**src/hdl/tsf_pkg.sv**
```systemverilog
// Shared types, constants and helper functions for the Tanimoto similarity filter.
`default_nettype none

package tsf_pkg;

  localparam int CountWidth = 12;
  localparam int QuoWidth   = 17;
  localparam int ThrWidth   = 17;
  localparam int PosWidth   = 40;
  localparam int WordWidth  = 32;
  localparam int PcWidth    = 6;
  localparam int ProdWidth  = ThrWidth + CountWidth;
  localparam int StepWidth  = 5;
  localparam int FracBits   = 16;

  localparam logic [CountWidth-1:0] CountSat  = '1;
  localparam logic [StepWidth-1:0]  LastStep  = StepWidth'(QuoWidth - 1);

  // Register indexes on the configuration port
  localparam logic REG_MIN_SIM = 1'b0;
  localparam logic REG_MAX_SIM = 1'b1;

  localparam logic [ThrWidth-1:0] MaxSimReset = 17'd65537;

  typedef enum logic [1:0] {
    ST_ACC,
    ST_DIV,
    ST_LOAD
  } tsf_state_t;

  // Commands from controller to datapath
  typedef struct packed {
    logic acc;
    logic start;
    logic step;
    logic load;
  } tsf_cmd_t;

  // Status from datapath to controller
  typedef struct packed {
    logic out_busy;
  } tsf_stat_t;

  // Count set bits of one word: byte sums, then a small add tree
  function automatic logic [PcWidth-1:0] popcount32(input logic [WordWidth-1:0] w);
    logic [3:0] byte_cnt [4];
    logic [PcWidth-1:0] total;
    for (int b = 0; b < 4; b++) begin
      byte_cnt[b] = '0;
      for (int i = 0; i < 8; i++) begin
        byte_cnt[b] = byte_cnt[b] + {3'b000, w[b*8+i]};
      end
    end
    total = ({2'b00, byte_cnt[0]} + {2'b00, byte_cnt[1]}) +
            ({2'b00, byte_cnt[2]} + {2'b00, byte_cnt[3]});
    return total;
  endfunction

  // Add a word count to a running count, clamped at the top value
  function automatic logic [CountWidth-1:0] sat_add(input logic [CountWidth-1:0] acc,
                                                    input logic [PcWidth-1:0] inc);
    logic [CountWidth:0] sum;
    sum = {1'b0, acc} + {{(CountWidth+1-PcWidth){1'b0}}, inc};
    return sum[CountWidth] ? CountSat : sum[CountWidth-1:0];
  endfunction

endpackage

`default_nettype wire

```
**src/hdl/tsf_ctrl.sv**
```systemverilog
// Controller state machine: accumulate words, run the divider, hand off the result.
`default_nettype none

module tsf_ctrl (
  input  wire logic             clk,
  input  wire logic             rst,
  input  wire logic             in_valid,
  input  wire logic             last_word,
  output logic                  in_ready,
  input  wire tsf_pkg::tsf_stat_t stat,
  output tsf_pkg::tsf_cmd_t     cmd
);

  tsf_pkg::tsf_state_t state, state_next;
  logic [tsf_pkg::StepWidth-1:0] step_cnt, step_cnt_next;

  // State and step counter
  always_ff @(posedge clk) begin
    if (rst) begin
      state    <= tsf_pkg::ST_ACC;
      step_cnt <= '0;
    end else begin
      state    <= state_next;
      step_cnt <= step_cnt_next;
    end
  end

  // Next state and commands
  always_comb begin
    state_next    = state;
    step_cnt_next = step_cnt;
    in_ready      = 1'b0;
    cmd           = '0;
    unique case (state)
      tsf_pkg::ST_ACC: begin
        in_ready = 1'b1;
        if (in_valid) begin
          cmd.acc = 1'b1;
          if (last_word) begin
            cmd.start     = 1'b1;
            step_cnt_next = tsf_pkg::LastStep;
            state_next    = tsf_pkg::ST_DIV;
          end
        end
      end
      tsf_pkg::ST_DIV: begin
        cmd.step = 1'b1;
        if (step_cnt == '0) begin
          state_next = tsf_pkg::ST_LOAD;
        end else begin
          step_cnt_next = step_cnt - 1'b1;
        end
      end
      tsf_pkg::ST_LOAD: begin
        if (!stat.out_busy) begin
          cmd.load   = 1'b1;
          state_next = tsf_pkg::ST_ACC;
        end
      end
      default: begin
        state_next = tsf_pkg::ST_ACC;
      end
    endcase
  end

endmodule

`default_nettype wire

```
**src/hdl/tsf_dp.sv**
```systemverilog
// Datapath: popcount accumulators, bit-serial divider, threshold products, output register.
`default_nettype none

module tsf_dp (
  input  wire logic                            clk,
  input  wire logic                            rst,
  input  wire tsf_pkg::tsf_cmd_t               cmd,
  output tsf_pkg::tsf_stat_t                   stat,
  input  wire logic                            cfg_we,
  input  wire logic                            cfg_index,
  input  wire logic [tsf_pkg::ThrWidth-1:0]    cfg_data,
  input  wire logic [tsf_pkg::WordWidth-1:0]   query_word,
  input  wire logic [tsf_pkg::WordWidth-1:0]   entry_word,
  input  wire logic [tsf_pkg::PosWidth-1:0]    seek_position,
  output logic                                 out_valid,
  input  wire logic                            out_ready,
  output logic [tsf_pkg::CountWidth-1:0]       common_bits,
  output logic [tsf_pkg::CountWidth-1:0]       union_bits,
  output logic [tsf_pkg::QuoWidth-1:0]         similarity,
  output logic                                 in_range,
  output logic [tsf_pkg::PosWidth-1:0]         entry_position
);

  logic [tsf_pkg::ThrWidth-1:0]   min_similarity, max_similarity;
  logic [tsf_pkg::CountWidth-1:0] and_count, or_count;
  logic [tsf_pkg::CountWidth-1:0] and_sum, or_sum;
  logic [tsf_pkg::CountWidth-1:0] div_and, div_or;
  logic [tsf_pkg::CountWidth:0]   rem;
  logic [tsf_pkg::QuoWidth-1:0]   quo;
  logic [tsf_pkg::PosWidth-1:0]   pos_hold;
  logic [tsf_pkg::ProdWidth-1:0]  lo_prod, hi_prod;
  logic [tsf_pkg::ProdWidth-1:0]  scaled;
  logic                           rem_ge;
  logic [tsf_pkg::CountWidth:0]   rem_sub;

  // Running sums including the word now offered
  assign and_sum = tsf_pkg::sat_add(and_count, tsf_pkg::popcount32(query_word & entry_word));
  assign or_sum  = tsf_pkg::sat_add(or_count, tsf_pkg::popcount32(query_word | entry_word));

  // Threshold registers
  always_ff @(posedge clk) begin
    if (rst) begin
      min_similarity <= '0;
      max_similarity <= tsf_pkg::MaxSimReset;
    end else if (cfg_we) begin
      unique case (cfg_index)
        tsf_pkg::REG_MIN_SIM: min_similarity <= cfg_data;
        tsf_pkg::REG_MAX_SIM: max_similarity <= cfg_data;
        default: ;
      endcase
    end
  end

  // Accumulate counts; clear them when the last word starts a division
  always_ff @(posedge clk) begin
    if (rst) begin
      and_count <= '0;
      or_count  <= '0;
    end else if (cmd.start) begin
      and_count <= '0;
      or_count  <= '0;
    end else if (cmd.acc) begin
      and_count <= and_sum;
      or_count  <= or_sum;
    end
  end

  // One quotient bit a step: compare, subtract, shift
  assign rem_ge  = rem >= {1'b0, div_or};
  assign rem_sub = rem_ge ? (rem - {1'b0, div_or}) : rem;

  always_ff @(posedge clk) begin
    if (cmd.start) begin
      div_and  <= and_sum;
      div_or   <= or_sum;
      rem      <= {1'b0, and_sum};
      quo      <= '0;
      pos_hold <= seek_position;
    end else if (cmd.step) begin
      rem <= {rem_sub[tsf_pkg::CountWidth-1:0], 1'b0};
      quo <= {quo[tsf_pkg::QuoWidth-2:0], rem_ge};
    end
  end

  // Threshold products, registered while the divider runs
  always_ff @(posedge clk) begin
    if (cmd.step) begin
      lo_prod <= min_similarity * div_or;
      hi_prod <= max_similarity * div_or;
    end
  end

  assign scaled = {{(tsf_pkg::ProdWidth-tsf_pkg::CountWidth-tsf_pkg::FracBits){1'b0}},
                   div_and, {tsf_pkg::FracBits{1'b0}}};

  // Output register: hold the word until taken
  always_ff @(posedge clk) begin
    if (rst) begin
      out_valid <= 1'b0;
    end else if (cmd.load) begin
      out_valid <= 1'b1;
    end else if (out_ready) begin
      out_valid <= 1'b0;
    end
  end

  always_ff @(posedge clk) begin
    if (cmd.load) begin
      common_bits    <= div_and;
      union_bits     <= div_or;
      similarity     <= (div_or == '0) ? '0 : quo;
      in_range       <= (scaled > lo_prod) && (scaled < hi_prod);
      entry_position <= pos_hold;
    end
  end

  assign stat.out_busy = out_valid && !out_ready;

endmodule

`default_nettype wire

```
**src/hdl/tanimoto_similarity_filter.sv**
```systemverilog
// Top level of the Tanimoto similarity filter: controller plus datapath.
//
//  channel | signals                         | payload
//  --------+---------------------------------+----------------------------------------------
//  in      | in_valid / in_ready             | query_word, entry_word, seek_position, last_word
//  out     | out_valid / out_ready           | common_bits, union_bits, similarity, in_range,
//          |                                 | entry_position
//  cfg     | cfg_we, cfg_index, cfg_data     | min_similarity (0), max_similarity (1)
//
// A word that is not last only adds to the counts. A last word also starts
// the shift-subtract divider (one quotient bit per cycle) and is followed
// by a load of the output register; no word is taken until that load.
// The load waits while the previous result word is still held in the output register.
// Reset clears the counts, the thresholds (to 0 and 65537) and out_valid.
`default_nettype none

module tanimoto_similarity_filter (
  input  wire logic                          clk,
  input  wire logic                          rst,
  input  wire logic                          cfg_we,
  input  wire logic                          cfg_index,
  input  wire logic [tsf_pkg::ThrWidth-1:0]  cfg_data,
  input  wire logic                          in_valid,
  output logic                               in_ready,
  input  wire logic [tsf_pkg::WordWidth-1:0] query_word,
  input  wire logic [tsf_pkg::WordWidth-1:0] entry_word,
  input  wire logic [tsf_pkg::PosWidth-1:0]  seek_position,
  input  wire logic                          last_word,
  output logic                               out_valid,
  input  wire logic                          out_ready,
  output logic [tsf_pkg::CountWidth-1:0]     common_bits,
  output logic [tsf_pkg::CountWidth-1:0]     union_bits,
  output logic [tsf_pkg::QuoWidth-1:0]       similarity,
  output logic                               in_range,
  output logic [tsf_pkg::PosWidth-1:0]       entry_position
);

  tsf_pkg::tsf_cmd_t  cmd;
  tsf_pkg::tsf_stat_t stat;

  tsf_ctrl u_ctrl (
    .clk       (clk),
    .rst       (rst),
    .in_valid  (in_valid),
    .last_word (last_word),
    .in_ready  (in_ready),
    .stat      (stat),
    .cmd       (cmd)
  );

  tsf_dp u_dp (
    .clk            (clk),
    .rst            (rst),
    .cmd            (cmd),
    .stat           (stat),
    .cfg_we         (cfg_we),
    .cfg_index      (cfg_index),
    .cfg_data       (cfg_data),
    .query_word     (query_word),
    .entry_word     (entry_word),
    .seek_position  (seek_position),
    .out_valid      (out_valid),
    .out_ready      (out_ready),
    .common_bits    (common_bits),
    .union_bits     (union_bits),
    .similarity     (similarity),
    .in_range       (in_range),
    .entry_position (entry_position)
  );

  // Ratio never exceeds one
  a_sim_bound: assert property (@(posedge clk) disable iff (rst)
    out_valid |-> similarity <= 17'd65536)
    else $error("similarity above 1.0");

  // Intersection never exceeds union
  a_count_order: assert property (@(posedge clk) disable iff (rst)
    out_valid |-> common_bits <= union_bits)
    else $error("common_bits above union_bits");

  // Empty union gives zero ratio and no match
  a_empty_union: assert property (@(posedge clk) disable iff (rst)
    (out_valid && union_bits == '0) |-> (similarity == '0 && !in_range))
    else $error("empty union result not zero");

  // No word taken while the divider runs
  a_no_accept_div: assert property (@(posedge clk) disable iff (rst)
    cmd.step |-> !in_ready)
    else $error("input accepted during division");

endmodule

`default_nettype wire
```
**config.mk**
```make
export PLATFORM = sky130hd
export DESIGN_NAME = tanimoto_similarity_filter
export DESIGN_NICKNAME = d
export VERILOG_FILES = /design/src/hdl/tsf_pkg.sv /design/src/hdl/tsf_ctrl.sv /design/src/hdl/tsf_dp.sv /design/src/hdl/tanimoto_similarity_filter.sv
export SDC_FILE = /design/constraint.sdc
export NUM_CORES = 1
export LEC_CHECK = 0
export ABC_AREA = 0
export BUFFER_PORTS_ARGS = -buffer_cell sky130_fd_sc_hd__buf_4
export CORE_MARGIN = 2
export CORE_UTILIZATION = 65
export DETAILED_ROUTE_END_ITERATION = 10
export MAX_ROUTING_LAYER = met4
export PLACE_DENSITY = 0.89
export SETUP_SLACK_MARGIN = 0.1
export SLEW_MARGIN = 20
export SYNTH_ARGS = -nofsm -noshare
export SYNTH_HDL_FRONTEND = slang
export SYNTH_SLANG_ARGS = --single-unit
```
**constraint.sdc**
```tcl
create_clock -name clk -period 14.4 [get_ports clk]
set_input_delay 0.72 -clock clk [delete_from_list [all_inputs] [get_ports clk]]
set_output_delay 0.72 -clock clk [all_outputs]
set_load 0.005 [all_outputs]
```
==> run metrics <==
Tcrit/Tclk final=0.4413; commonest cells in the synthesized netlist=nand2_1 (441), inv_1 (418), fa_1 (341), ha_1 (234), edfxtp_1 (216); Post-layout nets=around 3600; CTS max path bufs=3; number of clock sinks=300; DR vias/cell=5.881; CTS tree=done; dpl cells=about 3400; Avg Cell Area, Syn=9.987 um2; post_cts resized=0; Routability Congestion=0.9357; ys async rst share=0; main combinational cell family by area after synthesis=adder cells; most used flip-flop cell after synthesis=edfxtp_1; Non-Filler Instances=3440; clock slew seen by the registers of the worst setup and hold paths=roughly 0.07 ns; Fmax=157.4 MHz; WL/cell=18.87 um; post-layout util=0.7262; Min-Delay Endpoint=u_dp.pos_hold[9]; XOR/XNOR Fraction of Synth Area=0.02861; routed via count=20230; Req. time, crit path=roughly 15 ns; largest net degree at the start of global routing=88; drt pass-1 iters=6; FF-to-FF setup slack=a little over 8 ns; Yosys reg bits=300; Initial Utilization=0.6539; Die Y=208.7 um; Adder-Cell Fraction of Synth Area=0.3580; Worst VDD drop=between 0.1 and 0.15 mV; max-cap violations=0; Synth area leader=fa_1; Clock Skew=0.04589 ns; synth unique cells=roughly 70; htree depth=1; Final Hold Fails=0; # IOs=212; Synth Area in Compound Gates=0.08046; Starting DRT DRC Count=roughly 1700; R2R Path End=u_dp.hi_prod[26]; Clock Tree Root=clkbuf_16; HPWL Detailed=48.36 mm; fraction of layout cells with a size suffix above 1=0.1123; Post-Syn Instances=between 2000 and 3000; hold path start=seek_position[9]; critical path fanouts, max=6; All-Layer GR Usage=0.3139; syn nets=3431; RSZ-0062 raised after global routing=no; cell area after synthesis=27240 um2; clk_lat worst skew=~0.62 ns; Worst-Margin Slew=roughly 1.1 ns; Hold Crit Depth=1; number of synthesized flops with an enable pin=216; Worst R2R Path Depth=18; Core ar.=41670 um2; outcome=finished, final reports clean; Post-CTS Setup Bufs=0; Final Slew Violations=0; Total Wirelength=64.91 mm; Yosys top cell area share=0.2506; PD cells=roughly 150 nW/um2; Critical Path Sink Type=register; top-count cell post-synth=nand2_1; synth top area cells=fa_1 (25%), edfxtp_1 (24%), ha_1 (11%), dfxtp_1 (6.2%), nand2_1 (6.1%); # hold bufs at CTS=0; worst min-delay path class=in -> reg; Ys Warns=0; number of port buffers=211; vias in the first global route=21754; crit path kind=in -> reg; Post-Route Setup TNS=0 ns; Remaining DRCs=0; mux contribution to synthesized area=0.008359; first-pass GRT wire length=106.4 mm; reg2reg start=u_dp.div_or[10]; area growth from synthesis to layout=11.05%; cts bufs inserted=31; total congestion overflow=0; Setup violations, final=0; cell leakage power=~14 nW; relative slew slack=0.2687; crit path time final=6.354 ns; Startpoint Class=input port; simple-gate portion of the synthesized area=0.1500; FP Rows=75; sequential area share after synthesis=0.2998; antenna viol nets, final=0; antenna violations before repair=5; die width=208.7 um; arrival time at the worst endpoint=6.69 ns; Total Die Area=between 40000 and 50000 um2
## critical path, stage by stage
cell and delay (ns):
buf_4 0.11, or2_2 0.29, ha_1 0.27, inv_1 0.05, fa_1 0.50, fa_1 0.54
fa_1 0.48, fa_1 0.50, inv_1 0.07, fa_1 0.54, ha_1 0.32, a21o_1 0.15
a21oi_1 0.23, nor2b_1 0.07, o21ai_0 0.16, nand2b_1 0.09, ha_1 0.34, o21a_1 0.14
nor2_1 0.05, nor3b_1 0.58, and4_1 0.35, a21oi_1 0.13
## cells by family after synthesis
family          Yosys count
mux                      22
compound gates          335
flops                   300
buf+inv                 538
fa+ha+maj               575
xor+xnor                 89
simple gates            869
## routing by layer
metal  vias to the layer above  track usage  part of all wire
met1                     10046       0.3809              0.38
met3                       204      0.05741             0.084
met5                         -            -                 0
met4                         0       0.1281             0.041
met2                       935       0.5223              0.50
li1                       9045            -                 -
## worst max path at each step
stage,from,to,depth (start not counted)
after floorplan,entry_word[24],u_dp.div_or[4],17
after global placement,entry_word[24],u_dp.div_or[11],22
after detailed placement,entry_word[25],u_dp.div_or[5],18
after CTS,entry_word[25],u_dp.div_or[11],22
after global routing,entry_word[25],u_dp.div_or[11],22
final,entry_word[25],u_dp.div_or[11],22
## power breakdown
| group | internal, W | switching, W |
|---|---|---|
| Clock | 0.000473 | 0.000352 |
| Combinational | 0.00103 | 0.00147 |
| Sequential | 0.00113 | 0.0000933 |
## stage by stage
stage	total power [W]	cell area (um2)	hold WS [ns]	setup slack [ns]
floorplan	0.003076	27240	0.4003	8.096
global placement	0.003552	29180	0.4003	7.713
detailed placement	0.003699	29180	0.4045	7.559
CTS	0.004539	30240	0.2618	8.129
global route	0.004890	30250	0.2616	7.788
finish	0.004549	30260	0.2791	8.046
## sequential cells by signal, indices dropped and copies added (netlist names), 5 cells and up
name and count:
u_dp.or_count 12, u_dp.rem 13, u_dp.common_bits 12, u_dp.min_similarity 17, u_dp.quo 17, u_dp.hi_prod 29
u_dp.max_similarity 17, u_dp.div_or 12, u_dp.similarity 17, u_dp.entry_position 40, u_dp.lo_prod 29, u_ctrl.step_cnt 5
u_dp.pos_hold 40, u_dp.div_and 12, u_dp.union_bits 12, u_dp.and_count 12
## area by class of cell
| class | instances | area (um2) |
|---|---|---|
| Multi-Input combinational cell | 1890 | 17050 |
| Fill cell | 2807 | 11410 |
| Inverter | 419 | 1573 |
| Tap cell | 539 | 674.4 |
| Sequential cell | 300 | 8168 |
| Clock buffer | 43 | 933.4 |
| Timing Repair Buffer | 228 | 1712 |
| Antenna cell | 6 | 15.01 |
| Clock inverter | 15 | 130.1 |
## cell usage in the layout, fill, tap and decap left out, types with 19 or more instances in the layout
| master | netlist | final |
|---|---|---|
| buf_4 | 0 | 228 |
| nand2b_1 | 22 | 22 |
| nor2b_1 | 21 | 20 |
| xor2_1 | 26 | 26 |
| a21oi_1 | 110 | 110 |
| xnor2_1 | 63 | 63 |
| nand2_1 | 441 | 441 |
| nor3_1 | 32 | 32 |
| nand3_1 | 19 | 19 |
| ha_1 | 234 | 234 |
| inv_1 | 418 | 417 |
| a21o_1 | 67 | 67 |
| clkbuf_16 | 0 | 33 |
| o21ai_0 | 57 | 57 |
| nor2_1 | 91 | 91 |
| fa_1 | 341 | 341 |
| dfxtp_1 | 84 | 84 |
| edfxtp_1 | 216 | 216 |
| and2_1 | 175 | 174 |
No activity file was read; power rests on OpenSTA's default activity.
